**src/design/chunked_blob_receiver_fnv1a_check_top_assert.svh**
```systemverilog
// ----------------------------------------------------------------------------
// Assertion macros for the chunked blob receiver
// Same-cycle and next-cycle implication checks, clocked on clock, off in reset.
// ----------------------------------------------------------------------------
`ifndef CHUNKED_BLOB_RECEIVER_FNV1A_CHECK_TOP_ASSERT_SVH
`define CHUNKED_BLOB_RECEIVER_FNV1A_CHECK_TOP_ASSERT_SVH

// antecedent implies consequent in the same cycle
`define CBR_ASSERT_SAME(label, ante, cons, msg) \
   label: assert property (@(posedge clock) disable iff (reset) (ante) |-> (cons)) \
      else $error(msg);

// antecedent implies consequent in the next cycle
`define CBR_ASSERT_NEXT(label, ante, cons, msg) \
   label: assert property (@(posedge clock) disable iff (reset) (ante) |=> (cons)) \
      else $error(msg);

`endif

```
**src/design/cbr_pkg.sv**
```systemverilog
// ----------------------------------------------------------------------------
// cbr_pkg
// Types, codes and sizes shared by the chunked blob receiver.
// ----------------------------------------------------------------------------
package cbr_pkg;

   localparam int MAX_BLOB_BYTES = 4096;
   localparam int CHUNK_BYTES    = 64;
   localparam int MAX_CHUNKS     = (MAX_BLOB_BYTES + CHUNK_BYTES - 1) / CHUNK_BYTES;

   localparam int BUF_ADDR_W  = $clog2(MAX_BLOB_BYTES);
   localparam int SIZE_W      = $clog2(MAX_BLOB_BYTES + 1);
   localparam int CHUNK_CNT_W = $clog2(MAX_CHUNKS + 1);
   localparam int CHUNK_IDX_W = (MAX_CHUNKS > 1) ? $clog2(MAX_CHUNKS) : 1;

   localparam logic [31:0] FNV_BASIS = 32'd2166136261;
   localparam logic [31:0] FNV_PRIME = 32'd16777619;

   // request codes
   localparam logic [1:0] REQ_DATA   = 2'd0;
   localparam logic [1:0] REQ_COMMIT = 2'd1;
   localparam logic [1:0] REQ_BEGIN  = 2'd2;

   // result kinds
   localparam logic [1:0] KIND_CHUNK  = 2'd0;
   localparam logic [1:0] KIND_COMMIT = 2'd1;
   localparam logic [1:0] KIND_BEGIN  = 2'd2;

   // commit status codes
   localparam logic [1:0] STAT_OK       = 2'd0;
   localparam logic [1:0] STAT_BAD_HASH = 2'd1;
   localparam logic [1:0] STAT_BAD_SIZE = 2'd2;

   // session modes
   localparam logic [1:0] MODE_NONE = 2'd0;
   localparam logic [1:0] MODE_OPEN = 2'd1;
   localparam logic [1:0] MODE_DONE = 2'd2;

   typedef struct packed {
      logic [1:0]  req_type;
      logic [31:0] request_hash;
      logic [15:0] total_size;
      logic [15:0] total_chunks;
      logic [15:0] chunk_index;
      logic [15:0] chunk_offset;
      logic [7:0]  chunk_size;
      logic [7:0]  byte_pos;
      logic [7:0]  data_byte;
      logic        last_byte;
   } cbr_req_type;

   typedef struct packed {
      logic [1:0] result_kind;
      logic       accepted;
      logic [1:0] commit_status;
   } cbr_rsp_type;

endpackage

```
**src/design/cbr_fnv_core.sv**
```systemverilog
// ----------------------------------------------------------------------------
// cbr_fnv_core
// FNV-1a accumulator: one byte folded in per step through a 32x32 multiply.
// ----------------------------------------------------------------------------
module cbr_fnv_core (
   input  logic        clock,
   input  logic        init,
   input  logic        step,
   input  logic [7:0]  byte_in,
   output logic [31:0] hash
);
   import cbr_pkg::*;

   logic [31:0] hash_ff;
   logic [31:0] hash_in;

   always_comb begin
      hash_in = hash_ff;
      if (init) begin
         hash_in = FNV_BASIS;
      end else if (step) begin
         hash_in = (hash_ff ^ {24'd0, byte_in}) * FNV_PRIME;
      end
   end

   always_ff @(posedge clock) begin
      hash_ff <= hash_in;
   end

   assign hash = hash_ff;

endmodule

```
**config.mk**
```make
export PLATFORM = sky130hd
export DESIGN_NAME = cbr_fnv_core
export DESIGN_NICKNAME = d
export VERILOG_FILES = /design/src/design/chunked_blob_receiver_fnv1a_check_top_assert.svh /design/src/design/cbr_pkg.sv /design/src/design/cbr_fnv_core.sv
export SDC_FILE = /design/constraint.sdc
export NUM_CORES = 1
export LEC_CHECK = 0
export ABC_CLOCK_PERIOD_IN_PS = 7100
export BUFFER_PORTS_ARGS = -buffer_cell sky130_fd_sc_hd__buf_2
export CAP_MARGIN = 20
export CORE_AREA = 2 2 126 128
export CTS_CLUSTER_DIAMETER = 120
export DETAILED_ROUTE_END_ITERATION = 8
export DIE_AREA = 0 0 128 130
export SLEW_MARGIN = 20
export SYNTH_ARGS = -nofsm -noshare
export SYNTH_HDL_FRONTEND = slang
export SYNTH_SLANG_ARGS = --single-unit
```
**constraint.sdc**
```tcl
create_clock -name clock -period 7.1 [get_ports clock]
set_input_delay 1.065 -clock clock [delete_from_list [all_inputs] [get_ports clock]]
set_output_delay 1.065 -clock clock [all_outputs]
set_load 0.02 [all_outputs]
```
==> reports/metrics.csv, run 1 <==
metric;value;unit
rsz0062_at_grt;no;
cts_setup_buffers;0;
grtUsageTotal;20.8;%
synthCells;719;
nNetsFinal;1030;
start_util;44.0;%
ctsRootBufferMaster;clkbuf_16;
clk_latency;0.28;ns
cp_num_buf_inv;3;
cp_max_fo;6;
clockBufferDepth;2;
antenna_left;0;
min_period;6.27;ns
antenna_found_initial;0;
htree_levels;2;
synth_nets;988;
synth_seq_cells;32;
largest_register_ffs;32;
hpwl;13.6;mm
clock-sinks;32;
cap_violations;0;
dpl_cell_area;7220;um2
diodes;0;
synthArstFlopShare;0;%
drt-pass1-iter-count;5;
grt_max_degree;33;
critPathRequiredTime;7.28;ns
synth_edf_count;0;
rows;46;
tns;0;ns
hold_path_class;register to register;
io_buffers;42;
worst_pin_slew;0.849;ns
grt_first_pass_wirelength;27.2;mm
cts.clk_slew.worst_paths;0.06;ns
io_pins;43;
slowest_stage;fa_1;
ys_seq_area_share;9.44;%
cts_tree;done;
first_global_vias;5445;
fin_skew;0.00501;ns
num_vias;5052;
hold_violations;0;
fillers;1472;
core;15400;um2
wl_per_cell;16.9;um
finalSetupViolations;0;
viasPerCell;5.30;
max_freq;159;MHz
cp-end-kind;register;
critical_path_class;primary input to register;
yosysWarningCount;0;
die_height;130;um
gp_congestion;0.954;
syn-cell-area;6790;um2
cts_resized;0;
final_max_slew_viol_count;0;
syn_area_per_cell;9.44;um2
cp_top_family;adder cells;
drt_wl_total;16.1;mm
synth_flop_cell;dfxtp_1;
drive_above_1_share;7.74;%
numCtsBuffers;5;
final-seq-area;641;um2
synthDistinctLibCells;51;
crit_chain;buf_2 -> xor2_1 -> ha_1 -> ha_1 -> ha_1 -> ha_1 -> fa_1 -> ha_1 -> inv_1 -> fa_1 -> inv_1 -> ha_1 -> a21oi_1 -> a21oi_1 -> a211oi_2 -> a211oi_2 -> o31ai_1 -> a21oi_1 -> o21a_1 -> o311ai_2;
fp.dieW;128;um
status;complete, no violations;
ctsHoldBuffers;0;
crit_path_start_kind;primary input;
area_growth;8.83;%
final_cell_area;7390;um2
drt_iter0_markers;195;
worstPathArrival;6.45;ns
multiInputGateArea;5480;um2
period_share;88.4;%
die-area;16600;um2
grt.overflow.total;0;
remaining_drc_errors;0;
slew_headroom;43.0;%
crit_top_cell;ha_1;
crit_path_max_incr_delay;0.54;ns
through the flow:
step           std cells  worst slack (ns)  hold slack (ns)  util, %
2_1_floorplan        719              1.37            0.584        -
3_3_place_gp         946             0.620            0.522     46.8
3_5_place_dp         946             0.588            0.545     46.8
4_1_cts              954             0.841            0.553     47.9
5_1_grt              954             0.535            0.574     47.9
6_report             954             0.827            0.547     47.9
layout make-up:
type	count	area share, %
Multi-Input combinational cell	510	74.2
Inverter	168	8.54
Tap cell	192	3.25
Clock inverter	3	0.576
Timing Repair Buffer	44	3.05
Sequential cell	32	8.67
Clock buffer	5	1.69
worst register-to-register path: stages (launching register included):
cell and delay, ns:
dfxtp_1 0.40, xor2_1 0.50, ha_1 0.34, ha_1 0.31, ha_1 0.29, ha_1 0.21
fa_1 0.49, ha_1 0.29, inv_1 0.05, fa_1 0.54, inv_1 0.05, ha_1 0.37
a21oi_1 0.35, a21oi_1 0.15, a211oi_2 0.30, a211oi_2 0.15, o31ai_1 0.35, a21oi_1 0.14
o21a_1 0.20, o311ai_2 0.24
per-layer routing:
layer / up-vias / wire length [um] / GRT usage, %
li1: 2478 / - / -
met2: 105 / 7880 / 37.2
met1: 2440 / 7240 / 26.8
met4: 0 / 544 / 6.72
met3: 29 / 468 / 1.85
met5: - / 0 / 0
cell usage after synthesis (2+ instances only):
master	number	area, um2
dfxtp_1	32	641
buf_1	2	7.51
o21a_1	7	52.6
o31ai_1	2	15.0
xor2_1	25	219
nand3_1	7	35.0
ha_1	184	2300
mux2i_1	13	130
and2_1	3	18.8
o211ai_1	6	45.0
nand4b_1	2	17.5
nand3b_1	2	15.0
a21oi_1	22	110
xnor2_1	20	175
o21ai_0	20	100
a211oi_1	8	60.1
or3_1	2	12.5
inv_1	166	623
nor4_1	2	12.5
clkbuf_1	7	26.3
a31oi_1	2	12.5
clkinv_1	2	7.51
o21bai_1	2	15.0
nor3_1	8	40.0
fa_1	74	1480
and3_1	4	25.0
nand2_1	24	90.1
a211o_1	4	35.0
o21ai_1	3	15.0
nor2_1	29	109
a211oi_2	2	25.0
a21o_1	14	105
cells by family after synthesis:
kind of cell    Yosys count  share of synthesized area [%]
compound gates          108                           11.2
xor+xnor                 46                           6.14
fa+ha+maj               258                           55.7
buf+inv                 177                           9.79
flops                    32                           9.44
mux                      13                           1.92
simple gates             85                           5.73
cell usage in the layout (no fill, tap or decap), types with 5 or more instances in the layout:
master / n
dfxtp_1: 32
a211oi_1: 8
nor2_1: 29
a21o_1: 14
clkbuf_16: 5
buf_2: 42
mux2i_1: 13
xnor2_1: 20
fa_1: 74
o21a_1: 7
inv_1: 166
xor2_1: 25
o211ai_1: 6
nand2_1: 24
o21ai_0: 20
nor3_1: 8
ha_1: 184
a21oi_1: 22
nand3_1: 7
path summary, 6_finish.rpt:
path                            slack (ns)  startpoint  cells after the start       end
worst max-delay path                  0.83  byte_in[2]                     20  hash[24]
worst min-delay path                  0.55    hash[29]                      2  hash[29]
worst max register to register        1.30     hash[2]                     19  hash[24]
worst min register to register        0.55    hash[29]                      2  hash[29]
Power of run 1 is left out: the tool's default activity adds up to more than one toggle a clock period on the data nets, which glitch-free logic cannot reach.
==> run 2: changes to the inputs <==
--- a/config.mk
+++ b/config.mk
@@ -12,6 +12,8 @@
 export CTS_CLUSTER_DIAMETER = 120
 export DETAILED_ROUTE_END_ITERATION = 8
 export DIE_AREA = 0 0 128 130
+export PLACE_DENSITY = 0.61
+export REMOVE_ABC_BUFFERS = 1
 export SLEW_MARGIN = 20
 export SYNTH_ARGS = -nofsm -noshare
 export SYNTH_HDL_FRONTEND = slang
==> reports/metrics.csv, run 2 (synthesis results as in run 1) <==
metric;value;unit;change
grtUsageTotal;20.5;%;-0.39 points
htree_levels;2;;unchanged
rsz0062_at_grt;no;;
antenna_found_initial;0;;unchanged
status;complete, no violations;;
cp-end-kind;register;;
ctsHoldBuffers;0;;unchanged
crit_chain;buf_2 -> xor2_1 -> ha_1 -> ha_1 -> ha_1 -> ha_1 -> fa_1 -> ha_1 -> inv_1 -> fa_1 -> inv_1 -> ha_1 -> a21oi_1 -> a21oi_1 -> a211oi_2 -> a211oi_2 -> o31ai_1 -> a21oi_1 -> o21a_1 -> o311ai_2;;
cp_num_buf_inv;3;;unchanged
worst_pin_slew;0.897;ns;+0.0476 ns
drt_iter0_markers;200;;+2.6%
cp_max_fo;6;;unchanged
die-area;16600;um2;unchanged
cap_violations;0;;unchanged
start_util;44.0;%;unchanged
final_common_cell;ha_1;;
crit_path_max_incr_delay;0.56;ns;+0.02 ns
critical_path_class;primary input to register;;
drt_wl_total;15.9;mm;-1.2%
max_freq;159;MHz;-0.24%
core;15400;um2;unchanged
crit_top_cell;ha_1;;
cts.clk_slew.worst_paths;0.06;ns;about the same
hold_violations;0;;unchanged
io_pins;43;;unchanged
clk_latency;0.29;ns;about the same
gp_congestion;0.918;;-3.8%
mostFrequentLayoutCells;184 x ha_1, 166 x inv_1, 74 x fa_1, 42 x buf_2, 32 x dfxtp_1;;
worstPathArrival;6.48;ns;+0.03 ns
hold_path_class;register to register;;
numCtsBuffers;5;;unchanged
cts_resized;0;;unchanged
crit_path_start_kind;primary input;;
num_vias;5066;;+0.28%
wl_per_cell;16.7;um;-1.2%
tns;0;ns;unchanged
remaining_drc_errors;0;;unchanged
clock-sinks;32;;unchanged
cts_setup_buffers;0;;unchanged
fin_skew;0.00504;ns;+0.0000266 ns
slew_headroom;39.8;%;-3.2 points
fp.dieW;128;um;unchanged
finalSetupViolations;0;;unchanged
area_growth;9.05;%;
cts_tree;done;;
diodes;0;;unchanged
drt-pass1-iter-count;4;;-1
grt_first_pass_wirelength;26.6;mm;-2.3%
die_height;130;um;unchanged
viasPerCell;5.31;;+0.28%
cp_top_family;adder cells;;
nNetsFinal;1030;;unchanged
ctsRootBufferMaster;clkbuf_16;;
grt.overflow.total;0;;unchanged
grt_max_degree;33;;unchanged
largest_register_ffs;32;;unchanged
rows;46;;unchanged
period_share;88.6;%;+0.21 points
antenna_left;0;;unchanged
final_max_slew_viol_count;0;;unchanged
first_global_vias;5383;;-1.1%
clockBufferDepth;2;;unchanged
slowest_stage;fa_1;;
drive_above_1_share;7.74;%;unchanged
io_buffers;42;;unchanged
min_period;6.29;ns;+0.0153 ns
critPathRequiredTime;7.29;ns;about the same
hpwl;13.4;mm;-1.9%
==> run 2: cell types whose count changed in the layout (fill, tap and decap cells not counted), sizes merged <==
cell	change
clkbuf	+2
clkinv	-1
clkinvlp	-1
==> run 2: area by class of cell <==
type / count / area, um2
timing repair buffer: 44 / 225
tap: 192 / 240
fill: 1494 / 8020
clock inverter: 1 / 30.0
clock buffer: 7 / 153
sequential: 32 / 641
multi-input combinational: 510 / 5480
inverter: 168 / 631
==> run 2: layer usage <==
metal  share of wire [%]  GRT usage, %
met5                   0             0
met4                 2.2          5.62
met3                 3.0          2.30
met2                  49          36.2
met1                  46          26.6
==> run 2: path summary, 6_finish.rpt <==
| kind | start | endpoint | slack, ns | cells past startpoint |
|---|---|---|---|---|
| setup / recovery | byte_in[1] | hash[24] | 0.81 | 20 |
| hold / removal | hash[5] | hash[5] | 0.55 | 2 |
| setup reg to reg | hash[1] | hash[24] | 1.30 | 19 |
| hold reg to reg | hash[5] | hash[5] | 0.55 | 2 |
==> run 2: worst register-to-register path: stages, from the launching register on <==
cell and delay, ns:
dfxtp_1 0.36, xor2_1 0.50, ha_1 0.34, ha_1 0.31, ha_1 0.28, ha_1 0.20, fa_1 0.48, ha_1 0.29
inv_1 0.05, fa_1 0.56, inv_1 0.05, ha_1 0.37, a21oi_1 0.33, a21oi_1 0.15, a211oi_2 0.32, a211oi_2 0.15
o31ai_1 0.39, a21oi_1 0.15, o21a_1 0.20, o311ai_2 0.23
==> run 2: through the flow <==
step	hold slack (ns)	util [%]	area [um2]	setup slack, ns	cells
6_report	0.551	48.0	7400	0.812	954
5_1_grt	0.569	48.0	7400	0.506	954
4_1_cts	0.543	48.0	7400	0.825	954
3_5_place_dp	0.535	46.8	7220	0.576	946
3_3_place_gp	0.521	46.8	7220	0.600	946
2_1_floorplan	0.580	-	6750	1.36	710
Power of run 2 is left out for the same reason.
